==> src/rtl/tope_pkg.sv <==
`timescale 1ns / 1ps

package tope_pkg;

   localparam int MODE_BUF_LEN = 8;
   localparam int HASH_BYTES   = 20;

   localparam int MODE_W       = 21;
   localparam int DIGITS_W     = 4;
   localparam int HASH_IDX_W   = 5;
   localparam int COUNT_W      = 16;

   localparam int FIFO_DEPTH   = 4;
   localparam int FIFO_PTR_W   = $clog2(FIFO_DEPTH);
   localparam int FIFO_CNT_W   = $clog2(FIFO_DEPTH + 1);

   localparam logic [MODE_W-1:0] MODE_BLOB      = 21'o100644;
   localparam logic [MODE_W-1:0] MODE_BLOB_EXEC = 21'o100755;
   localparam logic [MODE_W-1:0] MODE_LINK      = 21'o120000;
   localparam logic [MODE_W-1:0] MODE_TREE      = 21'o040000;

   localparam logic [7:0] CHAR_SPACE = 8'h20;
   localparam logic [7:0] CHAR_NUL   = 8'h00;
   localparam logic [7:0] CHAR_ZERO  = 8'h30;
   localparam logic [7:0] CHAR_SEVEN = 8'h37;

   typedef enum logic [2:0] {
      KIND_MODE  = 3'd0,
      KIND_NAME  = 3'd1,
      KIND_HASH  = 3'd2,
      KIND_ERROR = 3'd3,
      KIND_DONE  = 3'd4
   } kind_type;

   typedef enum logic [1:0] {
      ERR_TRUNCATED = 2'd0,
      ERR_MODE_LONG = 2'd1,
      ERR_NOT_OCTAL = 2'd2,
      ERR_MODE_BAD  = 2'd3
   } error_type;

   typedef struct packed {
      kind_type               kind;
      logic [15:0]            entry_mode;
      logic                   is_tree;
      logic [7:0]             name_byte;
      logic [6:0]             hex_high;
      logic [6:0]             hex_low;
      logic [HASH_IDX_W-1:0]  hash_index;
      logic                   entry_complete;
      error_type              error_code;
      logic [COUNT_W-1:0]     entry_count;
      logic                   last_of_item;
   } result_type;

   typedef struct packed {
      logic [1:0] count;
      result_type first;
      result_type second;
   } result_pair_type;

   function automatic logic [6:0] hex_digit(input logic [3:0] nibble);
      logic [6:0] wide;
      wide = {3'b000, nibble};
      if (nibble < 4'd10) begin
         return 7'h30 + wide;
      end else begin
         return 7'h57 + wide;
      end
   endfunction

endpackage

==> src/rtl/tree_object_entry_parser.sv <==
`timescale 1ns / 1ps

// Tree object entry parser.
// Request channel: one object byte per word (req_data_byte), with
// req_end_of_object set on the final byte of the object.
// Response channel: one result per word; a request word causes zero, one
// or two results, and rsp_last_of_item marks the final one of a request.
// Each byte is parsed in the cycle it is accepted and its results enter a
// four-entry result queue; if the queue was empty, the first result is
// offered on the next cycle, and one byte per cycle is sustained while the
// receiver keeps up. req_ready drops whenever the queue has fewer than two
// free entries, so a stalled receiver throttles the sender and no result
// is ever lost.
// Reset clears the parser state and empties the queue; the block then
// expects the first byte of a new object.
// After a parse error the remaining bytes of the object are dropped without
// results and the final byte restarts the parser.
module tree_object_entry_parser (
   input  logic        clock,
   input  logic        reset,
   input  logic        req_valid,
   output logic        req_ready,
   input  logic [7:0]  req_data_byte,
   input  logic        req_end_of_object,
   output logic        rsp_valid,
   input  logic        rsp_ready,
   output logic [2:0]  rsp_kind,
   output logic [15:0] rsp_entry_mode,
   output logic        rsp_is_tree,
   output logic [7:0]  rsp_name_byte,
   output logic [6:0]  rsp_hex_high,
   output logic [6:0]  rsp_hex_low,
   output logic [4:0]  rsp_hash_index,
   output logic        rsp_entry_complete,
   output logic [1:0]  rsp_error_code,
   output logic [15:0] rsp_entry_count,
   output logic        rsp_last_of_item
);

   logic                      accept;
   logic                      has_room;
   tope_pkg::result_pair_type results;
   tope_pkg::result_type      head;

   assign req_ready = has_room;
   assign accept    = req_valid && has_room;

   tope_core u_core (
      .clock         (clock),
      .reset         (reset),
      .accept        (accept),
      .data_byte     (req_data_byte),
      .end_of_object (req_end_of_object),
      .results       (results)
   );

   tope_rsp_fifo u_fifo (
      .clock      (clock),
      .reset      (reset),
      .push_en    (accept),
      .push_data  (results),
      .pop        (rsp_ready),
      .head       (head),
      .head_valid (rsp_valid),
      .has_room   (has_room)
   );

   assign rsp_kind           = head.kind;
   assign rsp_entry_mode     = head.entry_mode;
   assign rsp_is_tree        = head.is_tree;
   assign rsp_name_byte      = head.name_byte;
   assign rsp_hex_high       = head.hex_high;
   assign rsp_hex_low        = head.hex_low;
   assign rsp_hash_index     = head.hash_index;
   assign rsp_entry_complete = head.entry_complete;
   assign rsp_error_code     = head.error_code;
   assign rsp_entry_count    = head.entry_count;
   assign rsp_last_of_item   = head.last_of_item;

endmodule

==> src/rtl/tope_core.sv <==
`timescale 1ns / 1ps

module tope_core (
   input  logic                     clock,
   input  logic                     reset,
   input  logic                     accept,
   input  logic [7:0]               data_byte,
   input  logic                     end_of_object,
   output tope_pkg::result_pair_type results
);

   typedef enum logic [1:0] {
      PH_MODE  = 2'd0,
      PH_NAME  = 2'd1,
      PH_HASH  = 2'd2,
      PH_DRAIN = 2'd3
   } phase_type;

   phase_type                         phase_ff, phase_in;
   logic [tope_pkg::MODE_W-1:0]       mode_accum_ff, mode_accum_in;
   logic [tope_pkg::DIGITS_W-1:0]     mode_digits_ff, mode_digits_in;
   logic                              mode_bad_ff, mode_bad_in;
   logic [tope_pkg::HASH_IDX_W-1:0]   hash_pos_ff, hash_pos_in;
   logic [tope_pkg::COUNT_W-1:0]      entries_ff, entries_in;

   tope_pkg::result_type prim;
   tope_pkg::result_type fin;
   logic                 prim_valid;
   logic                 fin_valid;
   logic                 mode_ok;
   logic                 hash_done;

   always_comb begin
      phase_in       = phase_ff;
      mode_accum_in  = mode_accum_ff;
      mode_digits_in = mode_digits_ff;
      mode_bad_in    = mode_bad_ff;
      hash_pos_in    = hash_pos_ff;
      entries_in     = entries_ff;
      prim           = '0;
      fin            = '0;
      prim_valid     = 1'b0;
      fin_valid      = 1'b0;
      results        = '0;

      mode_ok = (mode_accum_ff == tope_pkg::MODE_BLOB) ||
                (mode_accum_ff == tope_pkg::MODE_BLOB_EXEC) ||
                (mode_accum_ff == tope_pkg::MODE_LINK) ||
                (mode_accum_ff == tope_pkg::MODE_TREE);
      hash_done = (({1'b0, hash_pos_ff} + (tope_pkg::HASH_IDX_W + 1)'(1)) >=
                   (tope_pkg::HASH_IDX_W + 1)'(tope_pkg::HASH_BYTES));

      unique case (phase_ff)
         PH_MODE: begin
            if (data_byte == tope_pkg::CHAR_SPACE) begin
               prim_valid = 1'b1;
               if (mode_digits_ff >= tope_pkg::DIGITS_W'(tope_pkg::MODE_BUF_LEN)) begin
                  prim.kind       = tope_pkg::KIND_ERROR;
                  prim.error_code = tope_pkg::ERR_MODE_LONG;
                  phase_in        = PH_DRAIN;
               end else if (mode_bad_ff) begin
                  prim.kind       = tope_pkg::KIND_ERROR;
                  prim.error_code = tope_pkg::ERR_NOT_OCTAL;
                  phase_in        = PH_DRAIN;
               end else if (mode_ok) begin
                  prim.kind       = tope_pkg::KIND_MODE;
                  prim.entry_mode = mode_accum_ff[15:0];
                  prim.is_tree    = (mode_accum_ff == tope_pkg::MODE_TREE);
                  phase_in        = PH_NAME;
               end else begin
                  prim.kind       = tope_pkg::KIND_ERROR;
                  prim.error_code = tope_pkg::ERR_MODE_BAD;
                  phase_in        = PH_DRAIN;
               end
               mode_accum_in  = '0;
               mode_digits_in = '0;
               mode_bad_in    = 1'b0;
            end else begin
               if (data_byte >= tope_pkg::CHAR_ZERO && data_byte <= tope_pkg::CHAR_SEVEN) begin
                  mode_accum_in = {mode_accum_ff[tope_pkg::MODE_W-4:0], data_byte[2:0]};
               end else begin
                  mode_bad_in = 1'b1;
               end
               if (mode_digits_ff != '1) begin
                  mode_digits_in = mode_digits_ff + tope_pkg::DIGITS_W'(1);
               end
            end
         end
         PH_NAME: begin
            if (data_byte == tope_pkg::CHAR_NUL) begin
               phase_in    = PH_HASH;
               hash_pos_in = '0;
            end else begin
               prim_valid     = 1'b1;
               prim.kind      = tope_pkg::KIND_NAME;
               prim.name_byte = data_byte;
            end
         end
         PH_HASH: begin
            prim_valid          = 1'b1;
            prim.kind           = tope_pkg::KIND_HASH;
            prim.name_byte      = data_byte;
            prim.hex_high       = tope_pkg::hex_digit(data_byte[7:4]);
            prim.hex_low        = tope_pkg::hex_digit(data_byte[3:0]);
            prim.hash_index     = hash_pos_ff;
            prim.entry_complete = hash_done;
            if (hash_done) begin
               if (entries_ff != '1) begin
                  entries_in = entries_ff + tope_pkg::COUNT_W'(1);
               end
               phase_in    = PH_MODE;
               hash_pos_in = '0;
            end else begin
               hash_pos_in = hash_pos_ff + tope_pkg::HASH_IDX_W'(1);
            end
         end
         PH_DRAIN: begin
         end
         default: begin
         end
      endcase

      if (end_of_object) begin
         if (phase_ff != PH_DRAIN && phase_in != PH_DRAIN) begin
            fin_valid = 1'b1;
            if (phase_in == PH_MODE && mode_digits_in == '0) begin
               fin.kind        = tope_pkg::KIND_DONE;
               fin.entry_count = entries_in;
            end else begin
               fin.kind       = tope_pkg::KIND_ERROR;
               fin.error_code = tope_pkg::ERR_TRUNCATED;
            end
         end
         phase_in       = PH_MODE;
         mode_accum_in  = '0;
         mode_digits_in = '0;
         mode_bad_in    = 1'b0;
         hash_pos_in    = '0;
         entries_in     = '0;
      end

      fin.last_of_item  = 1'b1;
      prim.last_of_item = !fin_valid;
      if (prim_valid) begin
         results.first  = prim;
         results.second = fin;
         results.count  = fin_valid ? 2'd2 : 2'd1;
      end else begin
         results.first  = fin;
         results.count  = fin_valid ? 2'd1 : 2'd0;
      end
   end

   always_ff @(posedge clock) begin
      if (reset) begin
         phase_ff       <= PH_MODE;
         mode_accum_ff  <= '0;
         mode_digits_ff <= '0;
         mode_bad_ff    <= 1'b0;
         hash_pos_ff    <= '0;
         entries_ff     <= '0;
      end else if (accept) begin
         phase_ff       <= phase_in;
         mode_accum_ff  <= mode_accum_in;
         mode_digits_ff <= mode_digits_in;
         mode_bad_ff    <= mode_bad_in;
         hash_pos_ff    <= hash_pos_in;
         entries_ff     <= entries_in;
      end
   end

   a_end_clears: assert property (@(posedge clock) disable iff (reset)
      accept && end_of_object |=> phase_ff == PH_MODE && entries_ff == '0 &&
                                  mode_digits_ff == '0)
      else $error("object end did not restart the parser");

   a_drain_silent: assert property (@(posedge clock) disable iff (reset)
      accept && phase_ff == PH_DRAIN |-> results.count == 2'd0)
      else $error("word in drain produced a result");

   a_last_flag: assert property (@(posedge clock) disable iff (reset)
      accept && results.count == 2'd1 |-> results.first.last_of_item)
      else $error("single result not flagged last");

endmodule

==> src/rtl/tope_rsp_fifo.sv <==
`timescale 1ns / 1ps

module tope_rsp_fifo (
   input  logic                      clock,
   input  logic                      reset,
   input  logic                      push_en,
   input  tope_pkg::result_pair_type push_data,
   input  logic                      pop,
   output tope_pkg::result_type      head,
   output logic                      head_valid,
   output logic                      has_room
);

   tope_pkg::result_type                entry_ff [tope_pkg::FIFO_DEPTH];
   logic [tope_pkg::FIFO_PTR_W-1:0]     wr_ptr_ff, wr_ptr_in;
   logic [tope_pkg::FIFO_PTR_W-1:0]     rd_ptr_ff, rd_ptr_in;
   logic [tope_pkg::FIFO_CNT_W-1:0]     cnt_ff, cnt_in;
   logic [tope_pkg::FIFO_CNT_W-1:0]     push_cnt;
   logic [tope_pkg::FIFO_PTR_W-1:0]     wr_ptr_next;
   logic                                do_pop;

   assign head       = entry_ff[rd_ptr_ff];
   assign head_valid = (cnt_ff != '0);
   assign has_room   = (cnt_ff <= tope_pkg::FIFO_CNT_W'(tope_pkg::FIFO_DEPTH - 2));
   assign do_pop     = pop && head_valid;
   assign push_cnt   = push_en ? tope_pkg::FIFO_CNT_W'(push_data.count) : '0;
   assign wr_ptr_next = wr_ptr_ff + tope_pkg::FIFO_PTR_W'(1);

   always_comb begin
      wr_ptr_in = wr_ptr_ff + tope_pkg::FIFO_PTR_W'(push_cnt);
      rd_ptr_in = do_pop ? rd_ptr_ff + tope_pkg::FIFO_PTR_W'(1) : rd_ptr_ff;
      cnt_in    = cnt_ff + push_cnt - (do_pop ? tope_pkg::FIFO_CNT_W'(1) : '0);
   end

   always_ff @(posedge clock) begin
      if (push_en && push_data.count != 2'd0) begin
         entry_ff[wr_ptr_ff] <= push_data.first;
      end
      if (push_en && push_data.count == 2'd2) begin
         entry_ff[wr_ptr_next] <= push_data.second;
      end
   end

   always_ff @(posedge clock) begin
      if (reset) begin
         wr_ptr_ff <= '0;
         rd_ptr_ff <= '0;
         cnt_ff    <= '0;
      end else begin
         wr_ptr_ff <= wr_ptr_in;
         rd_ptr_ff <= rd_ptr_in;
         cnt_ff    <= cnt_in;
      end
   end

   a_cnt_bound: assert property (@(posedge clock) disable iff (reset)
      cnt_ff <= tope_pkg::FIFO_CNT_W'(tope_pkg::FIFO_DEPTH))
      else $error("result queue overflow");

   a_push_room: assert property (@(posedge clock) disable iff (reset)
      push_en |-> has_room)
      else $error("word pushed without room for two results");

   a_ptr_track: assert property (@(posedge clock) disable iff (reset)
      1'b1 |=> wr_ptr_ff - rd_ptr_ff == cnt_ff[tope_pkg::FIFO_PTR_W-1:0])
      else $error("queue pointers and fill count disagree");

endmodule
==> config.mk <==
export PLATFORM = sky130hd
export DESIGN_NAME = tree_object_entry_parser
export DESIGN_NICKNAME = d
export VERILOG_FILES = /design/src/rtl/tope_pkg.sv /design/src/rtl/tree_object_entry_parser.sv /design/src/rtl/tope_core.sv /design/src/rtl/tope_rsp_fifo.sv
export SDC_FILE = /design/constraint.sdc
export NUM_CORES = 1
export LEC_CHECK = 0
export ABC_AREA = 1
export BUFFER_PORTS_ARGS = -buffer_cell sky130_fd_sc_hd__buf_2
export CORE_MARGIN = 2
export CORE_UTILIZATION = 55
export DETAILED_ROUTE_END_ITERATION = 8
export PLACE_DENSITY = 0.81
export SYNTH_ARGS = -nofsm -noshare
export SYNTH_HDL_FRONTEND = slang
export SYNTH_SLANG_ARGS = --single-unit
==> constraint.sdc <==
create_clock -name clock -period 6.32 [get_ports clock]
set_input_delay 0.632 -clock clock [delete_from_list [all_inputs] [get_ports clock]]
set_output_delay 0.632 -clock clock [all_outputs]
set_load 0.05 [all_outputs]
**Yosys cells after proc, flatten, opt, wreduce, memory -nomap -nowiden**

Memory sizes are Yosys's and may differ from the RTL's. A register that Yosys moved wholly into a read port is not among the register bits.
Index checks and enable logic that the tools add are counted.

- Bits of input ports: 13
- Memories: 1
- Bits in registers: 56
- Bits in writable memories: 268
- Output and inout bits: 69
- Word-level logic and storage cells: 138

- Reduce and logical (&&, ||, !) cells: 23
- Add/sub/neg operators: 13
- Eq/ne operators: 14
- Mux-type cells: 71
- Magnitude comparators: 7

Memories:

| name | words | width | read ports | clocked after Yosys merged registers in | wr ports | line | RTL |
|---|---|---|---|---|---|---|---|
| u_fifo.entry_ff | 4 | 67 | 1 | 1 | 2 | tope_rsp_fifo.sv:14 | `tope_pkg::result_type entry_ff [tope_pkg::FIFO_DEPTH];` |

Operators by type and width:

| operator | number |
|---|---|
| $mux 16 | 6 |
| $mux 21 | 4 |
| $mux 69 | 1 |
| $mux 17 | 4 |
| $mux 67 | 1 |
| $eq 21x16->1 const B | 3 |
| $mux 20 | 2 |
| $mux 2 | 17 |
| $eq 21x15->1 const B | 1 |
| $mux 18 | 1 |
| $add 16x1->16 const B | 1 |
| $mux 4 | 4 |
| $ne 16x16->1 const B | 1 |
| $pmux 8 s2 | 1 |
| $mux 1 | 15 |
| $mux 3 | 5 |
| $mux 5 | 3 |
| $add 6x4->7 const A | 2 |
| $add 7x4->7 const A | 2 |
| $mux 7 | 2 |
| $pmux 5 s2 | 1 |
| $pmux 3 s3 | 1 |
| $reduce_and 3->1 | 3 |
| $reduce_bool 3->1 | 3 |
| 29 further kinds | 44 |

**Longest topological paths before layout**

Gate-level depths: netlist of run 1.

- Depth after elaboration: 19
- Depth in mapped cells: 24
- Mapped depth without buffers: 23

**Modules after synthesis**

Synthesis of run 1 repeated with hierarchy kept, for this count alone.

- Cells, all modules: 2071
- Area, all modules: 17554.3 um^2

Modules (own cells, without submodules):

| module | seq. area each (um^2) | area an instance (um^2) | cells each | instances |
|---|---|---|---|---|
| tope_rsp_fifo | 8227.9 | 13401.6 | 1386 | 1 |
| tope_core | 980.9 | 4145.2 | 683 | 1 |
| tree_object_entry_parser | 0.0 | 7.5 | 2 | 1 |

**Worst setup path after synthesis of run 1**

Ideal clock, no wire load.

- Path type: input-to-reg
- Start point: input port req_data_byte[0]
- End point: memory u_fifo.entry_ff[1][0] (netlist bit) (enable)
- Data arrival time: 3312 ps
- Path buffers: 2
- Path slack: 2669 ps
- Setup time: 340 ps
- Required time: 5980 ps
- Stages on the path: 23
- Cells stage by stage: inv_1 ha_1 inv_1 nor2_4 nand2_2 nor2_4 nand2_2 inv_2 nand2_1 nand2_1 a21boi_2 nand3_2 nand2_4 inv_1 ha_1 nand2_2 nor2_1 inv_2 nor2_1 buf_2 nor2_1 clkbuf_1 inv_1

RTL lines:

| element | line | RTL |
|---|---|---|
| start: declaration | tree_object_entry_parser.sv:23 | `input logic [7:0] req_data_byte,` |
| end: declaration | tope_rsp_fifo.sv:14 |  |

==> results of run 1 <==
## power groups by stage
stage	Clock (mW)	Combinational [mW]	Sequential [mW]
2_1_floorplan	0	1.21	2.24
3_3_place_gp	0	1.56	2.28
3_5_place_dp	0	1.57	2.28
4_1_cts	2.17	1.58	2.23
5_1_grt	2.25	1.69	2.24
6_report	2.16	1.59	2.24
## layout make-up
class	instances	area share [%]
Sequential cell	326	45.99
Clock inverter	16	1.460
Multi-Input combinational cell	1249	38.30
Clock buffer	47	6.161
Inverter	103	2.433
Tap cell	330	2.590
Timing Repair Buffer	92	3.061
## cell families after synthesis
kind of cell               share of synthesized area, %
AOI/OAI and AO/OA                                 17.25
xor gates and xnor gates                          1.049
adders and majority gates                         1.905
buffers and inverters                             5.582
DFF                                               51.64
and+or+nand+nor                                   22.58
## synth_stat cells (all sizes together), types with 10 or more instances
library cell | count | area share, %
o21ai | 290 | 10
a22o | 16 | 0.99
clkbuf | 88 | 2.3
a21oi | 61 | 2.2
ha | 20 | 1.8
edfxtp | 80 | 17
nor3 | 12 | 0.54
o22ai | 69 | 3.0
dfxtp | 246 | 35
nand4 | 11 | 0.49
nor2 | 295 | 8.6
nand3 | 48 | 1.8
nand2 | 386 | 11
xor2 | 15 | 0.93
inv | 101 | 2.7
buf | 10 | 0.53
## worst max-delay path by stage
| stage | start | to | slack (ps) |
|---|---|---|---|
| finish | req_data_byte[0] | u_fifo.entry_ff[3][12] | 1770 |
| global route | req_data_byte[0] | u_fifo.entry_ff[3][10] | 1570 |
| CTS | req_data_byte[0] | u_fifo.entry_ff[3][12] | 1890 |
| detailed placement | req_data_byte[0] | u_fifo.entry_ff[3][12] | 1440 |
| global placement | req_data_byte[0] | u_fifo.entry_ff[3][12] | 1560 |
| floorplan | req_data_byte[0] | u_fifo.entry_ff[1][0] | 2670 |
## per-stage QoR
stage	power, mW	hold WS (ps)	setup WS, ps	cells	util, %
2_1_floorplan	3.452	413.6	2669	1776	-
3_3_place_gp	3.842	426.0	1562	2100	58.31
3_5_place_dp	3.852	428.6	1436	2100	58.31
4_1_cts	5.985	396.9	1893	2163	63.12
5_1_grt	6.184	435.3	1569	2163	63.12
6_report	5.986	421.6	1770	2163	63.12
## critical path, cell delays in order
cell and delay (ps):
buf_2 120, inv_1 100, ha_1 170, inv_1 70
nor2_4 120, nand3_1 160, nand2_1 140, inv_2 50
o21ai_1 150, nand2_1 490, ha_1 440, nand2_2 140
nor3_2 140, nor2_4 940, inv_1 740
## sequential cells by signal (all words and copies together) (netlist names), named ones only
| name | cells |
|---|---|
| u_fifo.entry_ff | 268 |
| u_core.mode_accum_ff | 21 |
| u_core.entries_ff | 16 |
| u_core.hash_pos_ff | 5 |
| u_core.mode_digits_ff | 4 |
| u_fifo.cnt_ff | 3 |
| u_core.phase_ff | 2 |
| u_fifo.rd_ptr_ff | 2 |
| u_fifo.wr_ptr_ff | 2 |
| u_core.mode_bad_ff | 1 |
## layer usage
metal | routed length (µm) | global-route usage (%) | share of wire (%)
met5 | 0 | 0 | 0
met4 | 1179 | 10.87 | 3.0
met3 | 3302 | 4.872 | 8.5
met2 | 18250 | 46.08 | 47
met1 | 16310 | 38.13 | 42
==> flow_summary.toml, run 1 <==
[outcome]
status = "complete, no violations"

[power]
power.density_nw_per_um2 = 375.5
internal_power_mw = 3.815
leakagePower_nw = 6.152
switchingPower_mw = 2.171
seq_power_share_pct = 37.4
p_sw_share_pct = 36.27
comb_power_share_pct = 26.6
peakVddDrop_mv = 0.3223
clock_power_share_pct = 36.0

[sta]
slew_viol_final = 0
period_minus_slack_ps = 4550
max_freq_mhz = 219.8
grt_setup_unrepaired = "no"
post-route-period-util_pct = 72.00
setup_viol = 0
slew_headroom_pct = 18.79
timing.final.hold_violations = 0
tightest_slew_ps = 1215
tns_ps = 0
finClkSkew_ps = 28.10

[clock_network]
cts_buffers = 35
clk_latency_ps = 530
post-cts-setup-buffer-count = 0
clk_pin_slew_ps = 60
cts_tree = "yes"
cts_resized = 0
clock_path_buffers = 3
cts-htree-levels = 2
root_buffer = "clkbuf_16"
clock-sinks = 326
cts_hold_buffers = 0

[logic_synthesis]
ys_ff_latch = 326
syn_area_per_cell_um2 = 7.989
synth_nets = 1810
yosysWarnings = 0
synth_ff_type = "dfxtp_1"
ys_seq_area_share_pct = 51.64
synth_edf_count = 80
synthArstFlopShare_pct = 0
synthCells = 1776
synth_area_um2 = 14190
synth.distinct_cells = 44

[setup_path]
r2r_slack_ps = 1860
r2r-end = "u_fifo.entry_ff[3][12]"
r2r_cells = 14
r2r-start = "u_core.hash_pos_ff[1]"
cp-end-kind = "flop"
crit_type = "input pin to flop"
path_max_fanout = 42
cp_data_arrival_time_ps = 4620
worst_ep_required_time_ps = 6390
start_kind = "input pin"

[route]
antenna_left = 0
drt_iter0_drc = 1421
wl_per_cell_um = 18.05
dr.pass1.iters = 6
vias = 12740
drc = 0
wl_um = 39040
drt-vias-per-instance = 5.890

[worst_hold_path]
min_to = "u_core.mode_accum_ff[0]"
hp-class = "input pin to flop"
worstHoldStart = "req_data_byte[0]"
min_delay_path_depth = 3

[placed_design]
gp_congestion = 0.9788
placed_area_um2 = 14730
portBuffers = 81
dp_hpwl_um = 23380

[final_layout]
final_common_cell = "nand2_1"
syn_to_final_growth_pct = 12.35
register_area_um2 = 7332
final_cell_mix = "nand2_1 (373), o21ai_0 (284), nor2_1 (259)"
antenna_cells = 0
drive_gt1_share_pct = 12.38
design_area_um2 = 15940
fin_nets = 1841
multi_input_area_um2 = 6106
fillCellCount = 2094

[floorplan]
io_pins = 82
core_area_um2 = 25250
core.rowCount = 58
die_area_um2 = 27100
die_w_um = 164.6
initial_core_util_pct = 56.18
die_y_um = 164.6

[global_route]
grt_first_pass_wirelength_um = 61020
grt_max_degree = 82
grt_usage_pct = 28.41
grt_pass1_vias = 12000
grt_overflow = 0
antenna_found_initial = 0

[job]
max_cap_violations = 0
No activity file was read; power rests on OpenSTA's default activity.
==> run 2, diff against run 1 <==
Settings changed: PLACE_DENSITY 0.81 to 0.84.
Clock period 6.32 ns to 4.1 ns, I/O delays scaled along.
==> flow_summary.toml, run 2 (synthesis results as in run 1) <==
[outcome]
status = "complete, no violations"

[route]
antenna_left = 0
drc = 0
wl_per_cell_um = 17.49
drt-vias-per-instance = 5.846
wl_um = 38090
vias = 12730
drt_iter0_drc = 1450
dr.pass1.iters = 6

[final_layout]
largest_reg_flops = 268
reg_top3 = "u_fifo.entry_ff (268), u_core.mode_accum_ff (21), u_core.entries_ff (16)"
drive_gt1_share_pct = 13.10
fin_nets = 1857
final_common_cell = "nand2_1"
fillCellCount = 2010
syn_to_final_growth_pct = 12.69
final_cell_mix = "nand2_1 (373), o21ai_0 (284), nor2_1 (259)"
top_register = "u_fifo.entry_ff"
post_layout_nonfiller_instances = 2178
antenna_cells = 0
fin_util_pct = 63.31

[sta]
slew_viol_final = 0
slew_headroom_pct = 32.18
tightest_slew_ps = 1017
finClkSkew_ps = 28.37
hold_slack_ps = 273.6
tns_ps = 0
fin_ws_ps = 532.3
max_freq_mhz = 280.3
period_minus_slack_ps = 3568
setup_viol = 0
timing.final.hold_violations = 0
grt_setup_unrepaired = "no"
post-route-period-util_pct = 87.02

[floorplan]
core.rowCount = 58
die_area_um2 = 27100
die_y_um = 164.6
initial_core_util_pct = 56.18
die_w_um = 164.6
io_pins = 82
core_area_um2 = 25250

[setup_path]
r2r_slack_ps = 530
path_max_fanout = 20
start_kind = "flop"
cp-end-kind = "flop"
cp_slowest_cell = "nor3_2"
critPathMaxStageDelay_ps = 570
r2r-end = "u_fifo.entry_ff[3][7]"
cp_cell_sequence = "ha_1 -> nand3_1 -> xor2_1 -> nand2_1 -> nand3_2 -> nand2_1 -> nand2_1 -> nand3_2 -> nand3_2 -> nand2_4 -> inv_1 -> ha_1 -> nand2_2 -> nor3_2 -> nor2_4 -> inv_1 -> buf_4"
cp_data_arrival_time_ps = 3740
r2r_cells = 17
worst_ep_required_time_ps = 4270
critical_path.top_delay_family = "simple AND/OR/NAND/NOR gates"
r2r-start = "u_core.hash_pos_ff[0]"
path_buf_inv = 3
crit_type = "flop to flop"

[job]
max_cap_violations = 0

[power]
power.density_nw_per_um2 = 564.5
peakVddDrop_mv = 0.3932
leakagePower_nw = 6.211

[global_route]
grt_first_pass_wirelength_um = 60320
grt_overflow = 0
grt_max_degree = 69
antenna_found_initial = 0
grt_pass1_vias = 11910
grt_usage_pct = 28.00

[clock_network]
cts_resized = 0
post-cts-setup-buffer-count = 0
cts_tree = "yes"
clk_pin_slew_ps = 60
clock-sinks = 326
root_buffer = "clkbuf_16"
cts-htree-levels = 2
clk_latency_ps = 520
clock_path_buffers = 3
cts_hold_buffers = 0
cts_buffers = 34

[worst_hold_path]
hp-class = "input pin to flop"
min_delay_path_depth = 3
min_to = "u_fifo.entry_ff[1][39]"
worstHoldStart = "req_data_byte[0]"

[placed_design]
post-place-cells = 2117
dp_hpwl_um = 23370
gp_congestion = 0.9225
dpl_worst_slack_ps = 482.7
portBuffers = 81
run 2: routing by layer:
metal,share of wire (%),track usage (%),wire length (µm),up-vias
met1,42,37.89,15970,5963
li1,-,-,-,6016
met2,46,44.33,17600,643
met5,0,0,0,-
met3,8.5,4.621,3252,110
met4,3.3,12.57,1262,0
run 2: through the flow:
stage | power [mW] | area (µm²)
after floorplan | 5.321 | 14190
after CTS | 9.013 | 15990
after global routing | 9.317 | 15990
final | 9.025 | 15990
after detailed placement | 5.945 | 14850
after global placement | 5.917 | 14850
run 2: tightest hold or removal path, cell delays in order:
cell	delay (ps)
buf_2	130
nand2_1	120
o21ai_0	80
run 2: worst max-delay path by stage:
| stage | start | endpoint | slack [ps] | cells after the start |
|---|---|---|---|---|
| 2_1_floorplan | req_data_byte[0] | u_fifo.entry_ff[1][0] | 670 | 23 |
| 3_3_place_gp | req_data_byte[0] | u_fifo.entry_ff[3][11] | 560 | 21 |
| 3_5_place_dp | req_data_byte[0] | u_fifo.entry_ff[0][5] | 480 | 21 |
| 4_1_cts | u_core.hash_pos_ff[0] | u_fifo.entry_ff[3][65] | 590 | 17 |
| 5_1_grt | u_core.hash_pos_ff[0] | u_fifo.entry_ff[2][3] | 260 | 20 |
| 6_report | u_core.hash_pos_ff[0] | u_fifo.entry_ff[3][7] | 530 | 17 |
run 2: report_power, final:
part	internal, mW	total (mW)	switching (mW)
sequential	3.36	3.39	0.0397
combinational	0.525	2.52	1.99
clock	1.87	3.11	1.24
total	5.75	9.03	3.27
run 2: cell type report:
class / count / area (µm²) / area share, %
clock buffer: 51 / 1036 / 6.479
clock inverter: 10 / 103.9 / 0.6495
inverter: 103 / 387.9 / 2.426
multi-input combinational: 1249 / 6101 / 38.16
sequential: 326 / 7332 / 45.86
tap: 330 / 412.9 / 2.582
timing repair buffer: 109 / 615.6 / 3.850
==> run 3, diff against run 2 <==
Settings changed: CORE_MARGIN 2 to not set, PLACE_DENSITY 0.84 to 0.81.
Clock period 4.1 ns to 3.3 ns, I/O delays scaled along.
==> flow_summary.toml, run 3 (synthesis results as in run 1) <==
[clock_network]
clk_latency_ps = 510
root_buffer = "clkbuf_16"
clock_path_buffers = 3
clk_pin_slew_ps = 60
clock-sinks = 326
cts_tree = "yes"
cts-htree-levels = 2
cts_hold_buffers = 0
cts_buffers = 35

[sta]
tightest_slew_ps = 792.9
tns_ps = 0
max_freq_mhz = 311.2
post-route-period-util_pct = 97.39
period_minus_slack_ps = 3214
finClkSkew_ps = 14.93
fin_ws_ps = 86.16
timing.final.hold_violations = 0
slew_headroom_pct = 47.14
slew_viol_final = 0
hold_slack_ps = 243.0
setup_viol = 0

[global_route]
antenna_found_initial = 0
grt_usage_pct = 28.90
grt_first_pass_wirelength_um = 60860
grt_overflow = 0
grt_pass1_vias = 12060
grt_max_degree = 135

[setup_path]
path_buf_inv = 3
path_max_fanout = 8
start_kind = "flop"
critical_path.top_delay_family = "simple AND/OR/NAND/NOR gates"
cp-end-kind = "flop"
cp_cell_sequence = "ha_2 -> nand3_1 -> xor2_1 -> nand2_1 -> nand3_2 -> nand2_1 -> nand2_1 -> nand3_2 -> nand3_2 -> nand2_4 -> buf_4 -> ha_1 -> nor2_4 -> inv_2 -> nor3_4 -> inv_2 -> o21ai_4 -> nand2_4 -> nor2_1"
cp_slowest_cell = "dfxtp_1"
crit_type = "flop to flop"
r2r_slack_ps = 90
critPathMaxStageDelay_ps = 370
worst_ep_required_time_ps = 3670
cp_data_arrival_time_ps = 3580

[final_layout]
largest_reg_flops = 268
drive_gt1_share_pct = 15.46
antenna_cells = 0
syn_to_final_growth_pct = 15.72
final_cell_mix = "nand2_1 (372), o21ai_0 (282), nor2_1 (255)"
design_area_um2 = 16420
top_register = "u_fifo.entry_ff"
fin_util_pct = 65.02
reg_top3 = "u_fifo.entry_ff (268), u_core.mode_accum_ff (21), u_core.entries_ff (16)"
final_common_cell = "nand2_1"
post_layout_nonfiller_instances = 2206
fin_nets = 1885

[floorplan]
core_area_um2 = 25250
die_w_um = 162.6
io_pins = 82
die_area_um2 = 26440
core.rowCount = 58
die_y_um = 162.6
initial_core_util_pct = 56.18

[power]
power.density_nw_per_um2 = 693.0
leakagePower_nw = 6.417
peakVddDrop_mv = 0.4736
power_mw = 11.38

[route]
wl_per_cell_um = 17.64
wl_um = 38920
antenna_left = 0
drt-vias-per-instance = 5.850
drc = 1
drt_iter0_drc = 1571
dr.pass1.iters = 8
vias = 12910

[placed_design]
dp_hpwl_um = 23780
post-place-cells = 2134
dpl_worst_slack_ps = -65.88
portBuffers = 81
gp_congestion = 0.9298
placed_area_um2 = 15100

[outcome]
violations = "design-rule violations"
status = "complete, but fails checks"

[job]
max_cap_violations = 0

[worst_hold_path]
hp-class = "input pin to flop"
## run 3: power breakdown
| group | total, mW | switching, mW | leakage, nW | internal [mW] |
|---|---|---|---|---|
| registers | 4.22 | 0.0515 | 2.74 | 4.17 |
| logic | 3.21 | 2.50 | 3.11 | 0.706 |
| clock network | 3.95 | 1.59 | 0.575 | 2.37 |
## run 3: final cells by class
class                      instances  area (µm²)
clock inverter                    16       148.9
sequential                       326        7342
tap                              330       412.9
fill                            1978        8835
timing repair buffer             134       923.4
multi-input combinational       1251        6167
inverter                         103       395.4
clock buffer                      46        1030
## run 3: what timing repair did
item	in CTS	in global routing
endpoints found under the setup margin	0	207
resized for setup	0	25
buffers inserted	0	8
## run 3: metal layers
metal  share of wire [%]  vias up  global-route usage [%]
li1                    -     6087                       -
met1                  41     6078                   38.64
met2                  47      673                   47.49
met3                 9.7       68                   5.144
met4                 2.1        0                   9.218
met5                   0        -                       0
## run 3: worst paths after layout
kind	to	cells after the start	startpoint
hold reg to reg	u_fifo.entry_ff[1][52]	2	u_fifo.entry_ff[1][52]
setup reg to reg	u_fifo.entry_ff[1][1]	19	u_core.hash_pos_ff[1]
hold / removal	u_fifo.rd_ptr_ff[0]	4	rsp_ready
setup / recovery	u_fifo.entry_ff[1][1]	19	u_core.hash_pos_ff[1]
## run 3: worst register-to-register path: stages (launching register included)
cell	delay, ps
dfxtp_1	370
ha_2	220
nand3_1	100
xor2_1	230
nand2_1	120
nand3_2	100
nand2_1	60
nand2_1	70
nand3_2	100
nand3_2	120
nand2_4	50
buf_4	160
ha_1	230
nor2_4	110
inv_2	70
nor3_4	300
inv_2	120
o21ai_4	270
nand2_4	170
nor2_1	120
